===== src/rtl/swmm_pkg.sv =====
// shared types and constants for the sliding window max/min core
// no dependencies; used by swmm_ctrl, swmm_datapath and the top level
package swmm_pkg;

   localparam int WINDOW_MAX_DEF  = 1024;
   localparam int SAMPLE_BITS_DEF = 30;
   localparam int CFG_BITS        = 11;
   localparam int RESULT_BITS     = 30;
   localparam logic [CFG_BITS-1:0] WINDOW_RESET = 11'd1;

   typedef enum logic [2:0] {
      ST_IDLE,
      ST_TAIL,
      ST_HEAD,
      ST_PUSH,
      ST_EMIT
   } state_type;

   // controller to datapath
   typedef struct packed {
      logic accept;
      logic tail_step;
      logic head_step;
      logic push;
      logic load_rsp;
   } dp_cmd_type;

   // datapath to controller
   typedef struct packed {
      logic tail_busy;
      logic head_busy;
      logic res_due;
   } dp_status_type;

endpackage


===== src/rtl/swmm_ctrl.sv =====
// controller: sequences tail pops, head pops, push and result load per request
// depends on swmm_pkg
module swmm_ctrl (
   input  logic                    clock,
   input  logic                    reset,
   input  logic                    req_tvalid,
   output logic                    req_tready,
   output logic                    rsp_tvalid,
   input  logic                    rsp_tready,
   output swmm_pkg::dp_cmd_type    cmd,
   input  swmm_pkg::dp_status_type status
);

   swmm_pkg::state_type state_ff, state_in;
   logic                rsp_valid_ff, rsp_valid_in;

   always_ff @(posedge clock) begin
      if (reset) begin
         state_ff     <= swmm_pkg::ST_IDLE;
         rsp_valid_ff <= 1'b0;
      end else begin
         state_ff     <= state_in;
         rsp_valid_ff <= rsp_valid_in;
      end
   end

   always_comb begin
      state_in   = state_ff;
      req_tready = 1'b0;
      cmd        = '0;
      unique case (state_ff)
         swmm_pkg::ST_IDLE: begin
            req_tready = 1'b1;
            if (req_tvalid) begin
               cmd.accept = 1'b1;
               state_in   = swmm_pkg::ST_TAIL;
            end
         end
         swmm_pkg::ST_TAIL: begin
            cmd.tail_step = 1'b1;
            if (!status.tail_busy) begin
               state_in = swmm_pkg::ST_HEAD;
            end
         end
         swmm_pkg::ST_HEAD: begin
            cmd.head_step = 1'b1;
            if (!status.head_busy) begin
               state_in = swmm_pkg::ST_PUSH;
            end
         end
         swmm_pkg::ST_PUSH: begin
            cmd.push = 1'b1;
            state_in = status.res_due ? swmm_pkg::ST_EMIT : swmm_pkg::ST_IDLE;
         end
         swmm_pkg::ST_EMIT: begin
            // wait only while the output register still holds an untaken result
            if (!rsp_valid_ff || rsp_tready) begin
               cmd.load_rsp = 1'b1;
               state_in     = swmm_pkg::ST_IDLE;
            end
         end
         default: begin
            state_in = swmm_pkg::ST_IDLE;
         end
      endcase
   end

   always_comb begin
      priority if (cmd.load_rsp) begin
         rsp_valid_in = 1'b1;
      end else if (rsp_tready) begin
         rsp_valid_in = 1'b0;
      end else begin
         rsp_valid_in = rsp_valid_ff;
      end
   end

   assign rsp_tvalid = rsp_valid_ff;

endmodule


===== config.mk =====
export PLATFORM = sky130hd
export DESIGN_NAME = swmm_ctrl
export DESIGN_NICKNAME = d
export VERILOG_FILES = /design/src/rtl/swmm_pkg.sv /design/src/rtl/swmm_ctrl.sv
export SDC_FILE = /design/constraint.sdc
export NUM_CORES = 1
export LEC_CHECK = 0
export BUFFER_PORTS_ARGS = -buffer_cell sky130_fd_sc_hd__buf_2
export CAP_MARGIN = 30
export CORE_AREA = 2 2 39 41
export CTS_CLUSTER_DIAMETER = 40
export DETAILED_ROUTE_END_ITERATION = 16
export DIE_AREA = 0 0 41 43
export PLACE_DENSITY = 0.38
export SYNTH_ARGS = -nofsm -noshare
export SYNTH_HDL_FRONTEND = slang
export SYNTH_SLANG_ARGS = --single-unit

===== constraint.sdc =====
create_clock -name clock -period 1.15 [get_ports clock]
set_clock_uncertainty 0.1 [all_clocks]
set_input_delay 0.1725 -clock clock [delete_from_list [all_inputs] [get_ports clock]]
set_output_delay 0.1725 -clock clock [all_outputs]
set_load 0.01 [all_outputs]

# Word level (Yosys, flattened, before mapping)
# Index checks and enable logic that the tools add are counted.
[word_totals] elab_cells=31 out_inout_bits=7 regBits=4 input_bits=7
[classes] n_mux=16 n_eq_ne=8 n_reduce_logical=5
[ops] op="3-bit two-way mux" count=5
[ops] op="3-bit case mux with 5 select lines" count=1
[ops] op="1-bit two-way mux" count=10
[ops] op="2-bit != test, second input constant" count=4
[ops] op="3-bit by 2-bit == test with 1-bit output, second input constant" count=2
[ops] op="4-bit AND reduction" count=1
[ops] op="3-bit by 1-bit == test with 1-bit output, second input constant" count=1
[ops] op="3-bit == test, second input constant" count=1
[ops] op="3-bit zero test" count=1
[ops] op="2-bit nonzero test" count=1
[ops] op="1-bit zero test" count=1
[ops] op="1-bit logical OR" count=1

# Depth between registers and ports, before layout
# Gate-level depths: netlist (run 1).
[depth] ltp_word=5 mapped_depth=5 depth_no_buf=3

# Least setup slack after synthesis (run 1)
# OpenSTA, ideal clock, no wires.
[synth_path] kind="register -> output" from="register state_ff[1]" to="output cmd[4] (netlist name)" required_ps=877 n_path_buf=1 path_stages_with_launch=4 setup_slack_ps=-106 t_arrival_ps=983 cell_sequence="dfxtp_1 -> buf_4 -> nor3_1 -> and2_1"
[synth_lines] item="start, declared" line="swmm_ctrl.sv:14" source="swmm_pkg::state_type state_ff, state_in;"
[synth_lines] item="start signal, assigned" line="swmm_ctrl.sv:19" source="state_ff <= swmm_pkg::ST_IDLE;"
[synth_lines] item="start signal, assigned" line="swmm_ctrl.sv:22" source="state_ff <= state_in;"
[synth_lines] item="end, declared" line="swmm_ctrl.sv:10" source="output swmm_pkg::dp_cmd_type cmd,"

==> results.md, run 1 <==
- The run finished, with violations left.
- The checks that failed: negative setup slack.
- The via count of the first global-routing pass was 186.
- TritonCTS built the clock tree.
- The first detailed-routing pass ran for 4 iterations.
- After detailed routing, the number of remaining DRC violations is 0.
- The maximum frequency from static timing analysis is between 700 and 800 MHz.
- The static leakage is 0.181 nW.
- The master of the slowest instance on the critical path is sky130_fd_sc_hd__dfxtp_4.
- The share of the synthesized area in compound gates (AO/OA/AOI/OAI) is 16.4%.
- The final routed wirelength across all metal layers is 579 um.
- The worst hold path begins at reset.
- In this run the tool buffered the top-level ports with 13 buffer cells.
- The number of antenna violations at the first check in global routing is 0.
- The buffers plus inverters on the worst setup path is 1.
- The capture endpoint of the worst hold path is state_ff[1].
- The number of nets in the synthesized netlist is 35.
- The source-to-sink clock delay at the later pin of the worst-skew pair is ~0.23 ns.
- The startpoint of the worst-slack reg-to-reg timing path is state_ff[1].
- The ratio of total power to cell area is ~1200 nW/um^2.
- After floorplanning, the core was sized to cover 1380 um^2.
- The number of clock buffers added by TritonCTS is 3.
- For this run, the total global-route usage over all layers was measured as around 7.3%.
- The top cell type by area accounts for 37.4% of the synthesized area.
- The share of synthesized cell area in full adder, half adder and majority cells is 0%.
- The total congestion overflow is 0.
- STA puts the critical path data required time at 0.88 ns.
- The max-slew violation count is 0.
- In the final timing run, aggregate negative setup slack is -0.554 ns.
- Traced cell by cell, the critical path runs through nor3_4 -> and2_1 -> buf_2.
- The data arrival time of the worst path is 1.02 ns.
- The worst-margin pin slew is 0.215 ns.
- The number of nets with antenna violations after routing is 0.
- The total of endpoints with negative setup slack in the final report is 7.
- Summing all non-filler instances in the final layout gives an area of approximately 360 um^2.
- The layout cell share with drive strength beyond 1 is 53.3%.
- The gate family responsible for the most delay along the worst path is flip-flops.
- In this run the cell area of the synthesized design comes to 214 um^2.
- The part of the cycle the worst path needs is 112%.
- The final-report hold violation count was 0.
- The register-to-register setup slack is -0.03 ns.
- The largest single stage delay on the critical path is 0.36 ns.
- In this run the number of cells on the critical path is 3.
- The area growth from synthesis to layout is 67.3%.
- The combinational family with the most area after synthesis is simple AND/OR/NAND/NOR gates.
- Routability-driven placement finished with a final weighted congestion of 0.610.
- Counting every sink on the clock net gives 4.
- At the end of the flow, the number of nets in the layout was 54.
- During I/O placement, the number of pins put on the boundary was 14.
- The cell area after placement is 297 um^2.
- The simple-gate share of the synthesized area is 37.4%.
- Setup repair after global routing could not meet its margin everywhere.
- The number of different library cells used by synthesis comes to 16.
- The floorplan step defined a die boundary enclosing ~1800 um^2.
- The fraction of synthesized area in multiplexers is 0%.
- The max-cap violation count is 0.
- STA classifies the critical path startpoint as a flip-flop.
- The mean cell area of the mapped netlist is between 7 and 8 um^2.
- The kind of end point of the critical path is a primary output.
- The die is 43 um tall.
- After layout, the worst setup slack is -0.142 ns.
- The per-cell routed wire length is 9.49 um.
- The register clock-pin slew on the reported worst setup and hold paths is 0.04 ns.
- By area the synthesized netlist is led by sky130_fd_sc_hd__dfxtp_1 (37%), sky130_fd_sc_hd__nor2_1 (12%), sky130_fd_sc_hd__buf_4 (7.0%).
- The largest area contributor in the synthesized netlist is sky130_fd_sc_hd__dfxtp_1.
- The worst-case IR drop observed on VDD is approximately 610 uV.
- The design draws around 0.00042 W.
- The global-route wire length before repair is approximately 800 um.
- The capturing point of the worst reg2reg path is state_ff[0].
- The initial core utilization is 15.5%.
- After the first detailed-routing iteration, the DRC count stood at 5.
- Once layout is complete, the utilization of the core stands at 25.9%.
- The worst path in the final design needs a cycle of between 1 and 1.5 ns, including I/O delays and setup.
- The XOR/XNOR share of the synthesized area is 0%.
- The largest fanout on the critical path is 6.
- The routed via count is 245.
- The worst slew margin relative to its limit is 85.7%.
- The post-detailed-route via-to-cell ratio is roughly 4.
- The maximum number of pins on one net before global-route repair is 10.
- For this run, the number of Yosys warnings is 0.
- By startpoint and endpoint, the worst setup path is classified as flip-flop to primary output.
- The number of placement rows is 14.
- The number of fill cells in the layout is ~160.
- The repair_antennas step left the layout with diodes totalling 0.
- The total half-perimeter wirelength after legalization and detailed placement is between 300 and 400 um.
- Measured along the x axis, the die boundary spans 41 um.
- In this run the number of H-tree levels came out at 1.
- The number of buffers added to fix hold violations after cts is 0.
- The cell depth of the worst min-delay path is 2.
- The post-synthesis sequential area ratio is 37.4%.
- No sink is reached through more buffers than the 2 on the longest clock path.
- The number of synthesized register bits is 4.
- After technology mapping, the gate count stands at 28.
- The worst setup slack before clock tree synthesis is -0.0394 ns.
- The depth of the worst register-to-register path is 4.
- The min-delay analysis places its worst path in the category primary input to flip-flop.
- The root buffer cell chosen for the clock tree is sky130_fd_sc_hd__clkbuf_4.
## Yosys cell counts
library cell,number
sky130_fd_sc_hd__nor3_1,1
sky130_fd_sc_hd__nand2b_1,1
sky130_fd_sc_hd__nor2b_1,1
sky130_fd_sc_hd__nand3b_1,1
sky130_fd_sc_hd__or3_1,1
sky130_fd_sc_hd__nor2_1,7
sky130_fd_sc_hd__a32oi_1,1
sky130_fd_sc_hd__a211oi_1,1
sky130_fd_sc_hd__a21oi_1,2
sky130_fd_sc_hd__and2_1,1
sky130_fd_sc_hd__inv_1,1
sky130_fd_sc_hd__dfxtp_1,4
sky130_fd_sc_hd__buf_4,2
sky130_fd_sc_hd__nand2_1,2
sky130_fd_sc_hd__and3b_1,1
sky130_fd_sc_hd__a211o_1,1
## registers in the layout, summed over array words and instances, names as in the netlist
name	count
state_ff	3
rsp_tvalid	1
## through the flow
step / hold slack [ns] / instances
after detailed placement: 0.293 / 56
after global placement: 0.292 / 56
final: 0.0397 / 61
after floorplan: 0.142 / 28
after global routing: 0.0524 / 61
after CTS: 0.0355 / 60
## what timing repair did
item / in CTS / in global routing
setup endpoints to repair: 8 / 7
pin swaps: 1 / 4
setup buffers: 1 / 1
resized for setup: 6 / 6
## placed cells by master (no fill, tap or decap), types with 2 or more instances in the layout
master / instances
sky130_fd_sc_hd__nand2_1: 2
sky130_fd_sc_hd__buf_2: 13
sky130_fd_sc_hd__dfxtp_4: 3
sky130_fd_sc_hd__buf_4: 2
sky130_fd_sc_hd__nor2_1: 6
sky130_fd_sc_hd__a21oi_1: 2
sky130_fd_sc_hd__clkbuf_4: 3
## final cells by class
type                    instances  area [um^2]  area share (%)
inverters                       1         3.75            1.05
flip-flops and latches          4         91.3            25.5
clock buffers                   3         22.5            6.29
repair buffers                 16         91.3            25.5
well taps                      16         20.0            5.59
multi-input cells              21          129            36.0
## kinds of logic after synthesis
family,Yosys count
buffers and inverters,3
DFF,4
AOI/OAI and AO/OA,5
and+or+nand+nor,16
## worst max-delay path by stage
stage / startpoint / end / slack (ns)
floorplan: state_ff[1] / cmd[4] / 0.01
global placement: state_ff[1] / state_ff[0] / -0.03
detailed placement: state_ff[1] / state_ff[0] / -0.04
CTS: state_ff[2] / cmd[4] / -0.16
global route: state_ff[0] / cmd[4] / -0.22
finish: state_ff[0] / cmd[4] / -0.14
## metal layers
metal  routed length (um)  track usage, %
met1                  312            10.3
met2                  204            7.19
met3                   62            7.85
met4                    0            2.00
met5                    0               0
## report_power, final
group          switching, W  total [W]  internal (W)
Combinational     0.0000370  0.0000848     0.0000478
Clock             0.0000596   0.000176      0.000117
Sequential        0.0000142   0.000158      0.000144
Note: power is estimated with default switching activity, not from simulation.
==> run 2: changes to the inputs <==
--- a/config.mk
+++ b/config.mk
@@ -8,10 +8,10 @@
 export BUFFER_PORTS_ARGS = -buffer_cell sky130_fd_sc_hd__buf_2
 export CAP_MARGIN = 30
 export CORE_AREA = 2 2 39 41
-export CTS_CLUSTER_DIAMETER = 40
+export CTS_CLUSTER_DIAMETER = 60
 export DETAILED_ROUTE_END_ITERATION = 16
 export DIE_AREA = 0 0 41 43
-export PLACE_DENSITY = 0.38
+export PLACE_DENSITY = 0.37
 export SYNTH_ARGS = -nofsm -noshare
 export SYNTH_HDL_FRONTEND = slang
 export SYNTH_SLANG_ARGS = --single-unit
==> constraint.sdc (replaced) <==
create_clock -name clock -period 1.33 [get_ports clock]
set_clock_uncertainty 0.1 [all_clocks]
set_input_delay 0.1995 -clock clock [delete_from_list [all_inputs] [get_ports clock]]
set_output_delay 0.1995 -clock clock [all_outputs]
set_load 0.01 [all_outputs]
==> run 2 against run 1 <==
The flow still finishes with violations (negative setup slack); combinational power shrank 16%; largest cell class unchanged; non-clock buffer count down 2; first-iteration DRC count is the same; sequential cell count did not move; critical endpoint unchanged; wire length fell by 6.6%.
==> results.md, run 2 (synthesized netlist as in run 1, its figures left out) <==
- Run status: complete, but fails checks (unchanged).
- Violations in the final reports: negative setup slack (unchanged).
- RSZ-0062 raised after global routing: yes (unchanged).
- The number of placement rows is 14 (unchanged).
- The number of buffers added to fix hold violations after cts was 0 (unchanged).
- The number of clock sinks is 4 (unchanged).
- The synthesis-to-finish area growth is 62.0% (was 67.3%).
- The routed via count was 234 (was 245).
- The floorplan die width is 41 um (unchanged).
- The origin of the worst min-delay path is reset (unchanged).
- The die footprint is 1760 um^2 (unchanged).
- The count of placed standard cells including taps was 55 (was 56).
- The most common cell after layout, fill and taps aside is sky130_fd_sc_hd__buf_2 (unchanged).
- The total congestion overflow was 0 (unchanged).
- The maximum number of pins on one net before global-route repair was 10 (unchanged).
- The kind of end point of the critical path is a primary output (unchanged).
- The number of DRC markers in iteration 0 is 5 (unchanged).
- The number of nets with antenna violations after routing is 0 (unchanged).
- The worst-margin pin slew was 0.186 ns (was 0.215 ns).
- The category of the worst setup path launch point is a flip-flop (unchanged).
- The CTS tree is yes (unchanged).
- The startpoint of the worst-slack reg-to-reg timing path is state_ff[2] (was state_ff[1]).
- The required time of the worst setup path is 1.03 ns (was 0.88 ns).
- The class of the most critical setup path is flip-flop to primary output (unchanged).
- Critical path cell sequence: nor3_4 -> and2_1 -> buf_2 (unchanged).
- The gate family responsible for the most delay along the worst path is flip-flops (unchanged).
- The area of the placeable core is 1380 um^2 (unchanged).
- The worst min-delay path category is primary input to flip-flop (unchanged).
- The initial core utilization was 15.5% (unchanged).
- The number of fill cells in the layout is 158 (was 163).
- The startpoint of the worst setup timing path is state_ff[0] (unchanged).
- The minimum clock period is 1.34 ns.
- The number of CTS-inserted buffers was 3 (unchanged).
- The maximum vdd ir drop is 450 uV (was 615 uV).
- The total routing resource utilization after global routing was 6.42% (was 7.32%).
- The via count of the first global-routing pass is 202 (was 186).
- The max-slew violation count came to 0 (unchanged).
- The number of antenna violations at the first check in global routing is 0 (unchanged).
- The height of the die is 43 um (unchanged).
- The data arrival time of the worst path is 1.04 ns (was 1.02 ns).
- The largest fanout on the critical path was 6 (unchanged).
- The global-route wire length before repair is 745 um (was 800 um).
- The number of ports placed on the die boundary is 14 (unchanged).
- The maximum frequency from static timing analysis is 747 MHz.
- The remaining design rule violation count is 0 (unchanged).
- The final standard cell utilization of the core is 25.0% (was 25.9%).
- The count of antenna diodes in the layout is 0 (unchanged).
- Commonest cells after routing, fill and taps aside: sky130_fd_sc_hd__buf_2 (13), sky130_fd_sc_hd__nor2_1 (6), sky130_fd_sc_hd__clkbuf_4 (3), sky130_fd_sc_hd__dfxtp_4 (3) (unchanged).
- The register clock-pin slew on the reported worst setup and hold paths came to 0.04 ns (about the same).
- The buffers plus inverters on the worst setup path came to 1 (unchanged).
- The total of endpoints with negative setup slack in the final report is 1 (was 7).
- The ratio of total power to cell area is 1030 nW/um^2 (was 1170 nW/um^2).
- The per-cell routed wire length is 9.17 um (was 9.49 um).
- The final-report hold violation count is 0 (unchanged).
- The delay contributed by the slowest stage of the critical path was 0.36 ns (about the same).
- The flip-flop count of the largest register after layout came to 3 (unchanged).
- The max-cap violation count is 0 (unchanged).
- The count of nets after finishing is 52 (was 54).
- The post-detailed-route via-to-cell ratio is 3.97 (was 4.02).
- The library cell used as clock root buffer is sky130_fd_sc_hd__clkbuf_4 (unchanged).
- The routability congestion estimate from global placement is 0.584 (was 0.610).
- The source-to-sink clock delay at the later pin of the worst-skew pair is 0.23 ns (about the same).
- The static leakage is 0.171 nW (was 0.181 nW).
- The layout cell share with drive strength beyond 1 is 53.5% (was 53.3%).
- The master of the slowest instance on the critical path was sky130_fd_sc_hd__dfxtp_4 (unchanged).
- The count of buffers inserted at the top-level ports is 13 (unchanged).
- The worst-case clock buffer depth is 2 (unchanged).
- The worst setup slack before clock tree synthesis is 0.134 ns (was -0.0394 ns).
- The final routed wirelength across all metal layers is 541 um (was 579 um).
- The first-pass iteration count of the detailed router is 3 (was 4).
- The register bank with the most flops is state_ff (unchanged).
- The final setup slack of the worst path is -0.00946 ns (was -0.142 ns).
- The worst slew margin relative to its limit was 87.6% (was 85.7%).
- The maximum level of the CTS H-tree came to 1 (unchanged).
- Dividing the final minimum period by the clock period gives 101%.
- The final cell count without fillers came to 59 (was 61).
[run 2: final timing paths]
check,to,slack [ns],cells after the start
worst max-delay path,cmd[4],-0.009,3
worst min register to register,state_ff[0],0.39,1
worst min-delay path,state_ff[1],0.06,2
worst max register to register,state_ff[1],0.19,3
[run 2: power breakdown]
| group | internal, W | switching [W] |
|---|---|---|
| Combinational | 0.0000395 | 0.0000318 |
| Sequential | 0.000124 | 0.0000141 |
| Clock | 0.000101 | 0.0000473 |
[run 2: layer usage]
metal | wire length [um] | share of wire (%) | global-route usage (%) | vias to the layer above
met1 | 271 | 50 | 8.01 | 95
met2 | 200 | 37 | 8.44 | 15
met5 | 0 | 0 | 0 | -
met3 | 69 | 13 | 4.71 | 0
li1 | - | - | - | 124
met4 | 0 | 0 | 2.00 | 0
[run 2: worst register-to-register path, delay by kind of cell (launching register included)]
kind / cells / cell delay [ns]
DFF: 1 / 0.36
and+or+nand+nor: 2 / 0.47
AOI/OAI and AO/OA: 1 / 0.14
[run 2: layout make-up]
class                      count  area [um^2]  share of cell area, %
clock buffer                   3         22.5                   6.50
sequential                     4         91.3                   26.4
multi-input combinational     21          136                   39.4
timing repair buffer          14         72.6                   20.9
tap                           16         20.0                   5.78
inverter                       1         3.75                   1.08
[run 2: metrics by stage]
step | area [um^2] | hold slack, ns | power, W | setup TNS [ns]
2_1_floorplan | 214 | 0.169 | 0.000171 | 0
3_3_place_gp | 284 | 0.325 | 0.000197 | 0
3_5_place_dp | 284 | 0.312 | 0.000197 | 0
4_1_cts | 318 | 0.0565 | 0.000356 | -0.0117
5_1_grt | 347 | 0.0557 | 0.000384 | -0.0957
6_report | 347 | 0.0602 | 0.000358 | -0.00946
[run 2: what timing repair did]
action	CTS	global route
pin swaps	1	3
endpoints found under the setup margin	4	3
setup buffers	0	1
resized for setup	5	6
==> run 3: changes to the inputs <==
--- a/config.mk
+++ b/config.mk
@@ -11,7 +11,8 @@
 export CTS_CLUSTER_DIAMETER = 60
 export DETAILED_ROUTE_END_ITERATION = 16
 export DIE_AREA = 0 0 41 43
-export PLACE_DENSITY = 0.37
+export GPL_TIMING_DRIVEN = 0
+export PLACE_DENSITY_LB_ADDON = 0.1
 export SYNTH_ARGS = -nofsm -noshare
 export SYNTH_HDL_FRONTEND = slang
 export SYNTH_SLANG_ARGS = --single-unit
==> run 3 against run 2 <==
The run still ends with negative setup slack left; cell count is 5.1% higher; first-iteration DRC count is 80% lower; global-route usage is 2.6 points higher; setup slack better by 0.0023 ns; design area is 12% higher; largest cell class unchanged; largest power group unchanged; highest routed layer unchanged.
==> results.md, run 3 (synthesized netlist as in run 1, its figures left out) <==
- The CTS tree is yes (unchanged).
- The routed via count came to 257 (was 234).
- The data arrival time of the worst path was 1.04 ns (about the same).
- The depth of the worst register-to-register path is 4 (was 3).
- The relative contribution of the clock network to total power came to 40.7% (was 41.4%).
- The master of the slowest instance on the critical path is sky130_fd_sc_hd__dfxtp_4 (unchanged).
- The setup TNS came to -0.00715 ns (was -0.00946 ns).
- The source-to-sink clock delay at the later pin of the worst-skew pair came to 0.23 ns (about the same).
- The area of the placeable core came to 1380 um^2 (unchanged).
- The total of endpoints with negative setup slack in the final report is 1 (unchanged).
- The max-cap violation count is 0 (unchanged).
- The post-route total power is 0.000377 W (was 0.000358 W).
- The internal power of the cells is 0.000275 W (was 0.000265 W).
- The part of the power in registers came to 36.7% (was 38.7%).
- The maximum vdd ir drop is 509 uV (was 450 uV).
- The final standard cell utilization of the core is 28.0% (was 25.0%).
- The register clock-pin slew on the reported worst setup and hold paths came to 0.04 ns (about the same).
- The worst-case clock buffer depth is 2 (unchanged).
- The total congestion overflow came to 0 (unchanged).
- The ratio of total power to cell area is 972 nW/um^2 (was 1030 nW/um^2).
- The delay contributed by the slowest stage of the critical path is 0.36 ns (about the same).
- The library cell used as clock root buffer is sky130_fd_sc_hd__clkbuf_4 (unchanged).
- The worst slew margin relative to its limit was 89.1% (was 87.6%).
- The buffers plus inverters on the worst setup path is 1 (unchanged).
- The number of clock sinks is 4 (unchanged).
- The routability congestion estimate from global placement came to 0.652 (was 0.584).
- RSZ-0062 raised after global routing: yes (unchanged).
- The remaining design rule violation count is 0 (unchanged).
- The worst setup slack before clock tree synthesis was 0.0600 ns (was 0.134 ns).
- The required time of the worst setup path was 1.03 ns (about the same).
- The category of the worst setup path launch point is a flip-flop (unchanged).
- The largest fanout on the critical path is 8 (was 6).
- The worst min-delay path category is primary input to flip-flop (unchanged).
- The die footprint is 1760 um^2 (unchanged).
- The worst-margin pin slew is 0.162 ns (was 0.186 ns).
- The via count of the first global-routing pass is 245 (was 202).
- The initial core utilization is 15.5% (unchanged).
- The maximum frequency from static timing analysis is 748 MHz (was 747 MHz).
- The total routing resource utilization after global routing is 9.05% (was 6.42%).
- The register-to-register setup slack came to 0.14 ns (was 0.19 ns).
- The count of buffers inserted at the top-level ports was 13 (unchanged).
- The final routed wirelength across all metal layers is 630 um (was 541 um).
- The gate family responsible for the most delay along the worst path is flip-flops (unchanged).
- The flip-flop count of the largest register after layout was 3 (unchanged).
- The register bank with the most flops is state_ff (unchanged).
- The number of CTS-inserted buffers is 3 (unchanged).
- The kind of end point of the critical path is a primary output (unchanged).
- The number of ports placed on the die boundary is 14 (unchanged).
- The part of the cycle the worst path needs is 101% (about the same).
- The combinational share of power is 22.6% (was 19.9%).
- The synthesis-to-finish area growth came to 81.3% (was 62.0%).
- The post-detailed-route via-to-cell ratio is 4.15 (was 3.97).
- The class of the most critical setup path is flip-flop to primary output (unchanged).
- The floorplan die width is 41 um (unchanged).
- The final setup slack of the worst path is -0.00715 ns (was -0.00946 ns).
- The height of the die came to 43 um (unchanged).
- The max-slew violation count was 0 (unchanged).
- The number of nets with antenna violations after routing is 0 (unchanged).
- Violations in the final reports: negative setup slack (unchanged).
- The count of nets after finishing is 55 (was 52).
- The worst hold margin was 0.0660 ns (was 0.0602 ns).
- The first-pass iteration count of the detailed router is 2 (was 3).
- The count of antenna diodes in the layout came to 0 (unchanged).
- The per-cell routed wire length was 10.2 um (was 9.17 um).
- The static leakage came to 0.189 nW (was 0.171 nW).
- The number of DRC markers in iteration 0 came to 1 (was 5).
- The global-route wire length before repair came to 966 um (was 745 um).
- The number of placement rows is 14 (unchanged).
- The net switching power is 0.000102 W (was 0.0000933 W).
- The final-report hold violation count is 0 (unchanged).
- The layout cell share with drive strength beyond 1 is 60.9% (was 53.5%).
- Critical path cell sequence: nor3_4 -> and2_1 -> buf_2 (unchanged).
- The minimum clock period is 1.34 ns (about the same).
- The number of buffers added to fix hold violations after cts came to 0 (unchanged).
- The number of stages on the worst setup path was 3 (unchanged).
- The number of fill cells in the layout is 157 (was 158).
- Commonest cells after routing, fill and taps aside: sky130_fd_sc_hd__buf_2 (12), sky130_fd_sc_hd__nor2_1 (5), sky130_fd_sc_hd__clkbuf_4 (3), sky130_fd_sc_hd__buf_6 (3), sky130_fd_sc_hd__dfxtp_4 (3) (was sky130_fd_sc_hd__buf_2 (13), sky130_fd_sc_hd__nor2_1 (6), sky130_fd_sc_hd__clkbuf_4 (3), sky130_fd_sc_hd__dfxtp_4 (3)).
- The net switching share of the total power was 27.0% (was 26.1%).
- The maximum level of the CTS H-tree is 1 (unchanged).
- The number of antenna violations at the first check in global routing is 0 (unchanged).
- The maximum number of pins on one net before global-route repair is 9 (was 10).
- The cell depth of the worst min-delay path is 2 (unchanged).
- The most common cell after layout, fill and taps aside is sky130_fd_sc_hd__buf_2 (unchanged).
- Run status: complete, but fails checks (unchanged).
[run 3: worst paths after layout]
kind                 endpoint         from
setup reg to reg  state_ff[1]  state_ff[0]
hold reg to reg   state_ff[0]  state_ff[2]
hold / removal    state_ff[0]        reset
setup / recovery       cmd[4]  state_ff[2]
[run 3: metrics by stage]
stage                     instance area, um^2  cells
after floorplan                           214     28
after global placement                    299     57
after detailed placement                  299     57
after CTS                                 375     62
after global routing                      388     62
final                                     388     62
[run 3: power groups by stage]
stage | Combinational, W | Sequential (W) | Clock [W]
global placement | 0.0000648 | 0.000134 | 0
detailed placement | 0.0000651 | 0.000134 | 0
floorplan | 0.0000383 | 0.000133 | 0
global route | 0.0000944 | 0.000140 | 0.000177
finish | 0.0000854 | 0.000138 | 0.000153
CTS | 0.0000823 | 0.000139 | 0.000158
[run 3: cell type report]
type,count,area (um^2),area share [%]
multi-input cells,21,141,36.5
clock buffers,3,22.5,5.81
repair buffers,17,109,28.1
inverters,1,3.75,0.968
flip-flops and latches,4,91.3,23.5
well taps,16,20.0,5.16
[run 3: repair_timing]
item,CTS,global route
gates resized for setup,12,4
endpoints found under the setup margin,4,5
buffers inserted,4,0
pin swaps,4,3
[run 3: metal layers]
layer	global-route usage, %	share of wire, %	vias up
li1	-	-	133
met1	8.74	39	113
met2	12.8	52	11
met3	8.38	8.7	0
met4	4.00	0	0
met5	0	0	-
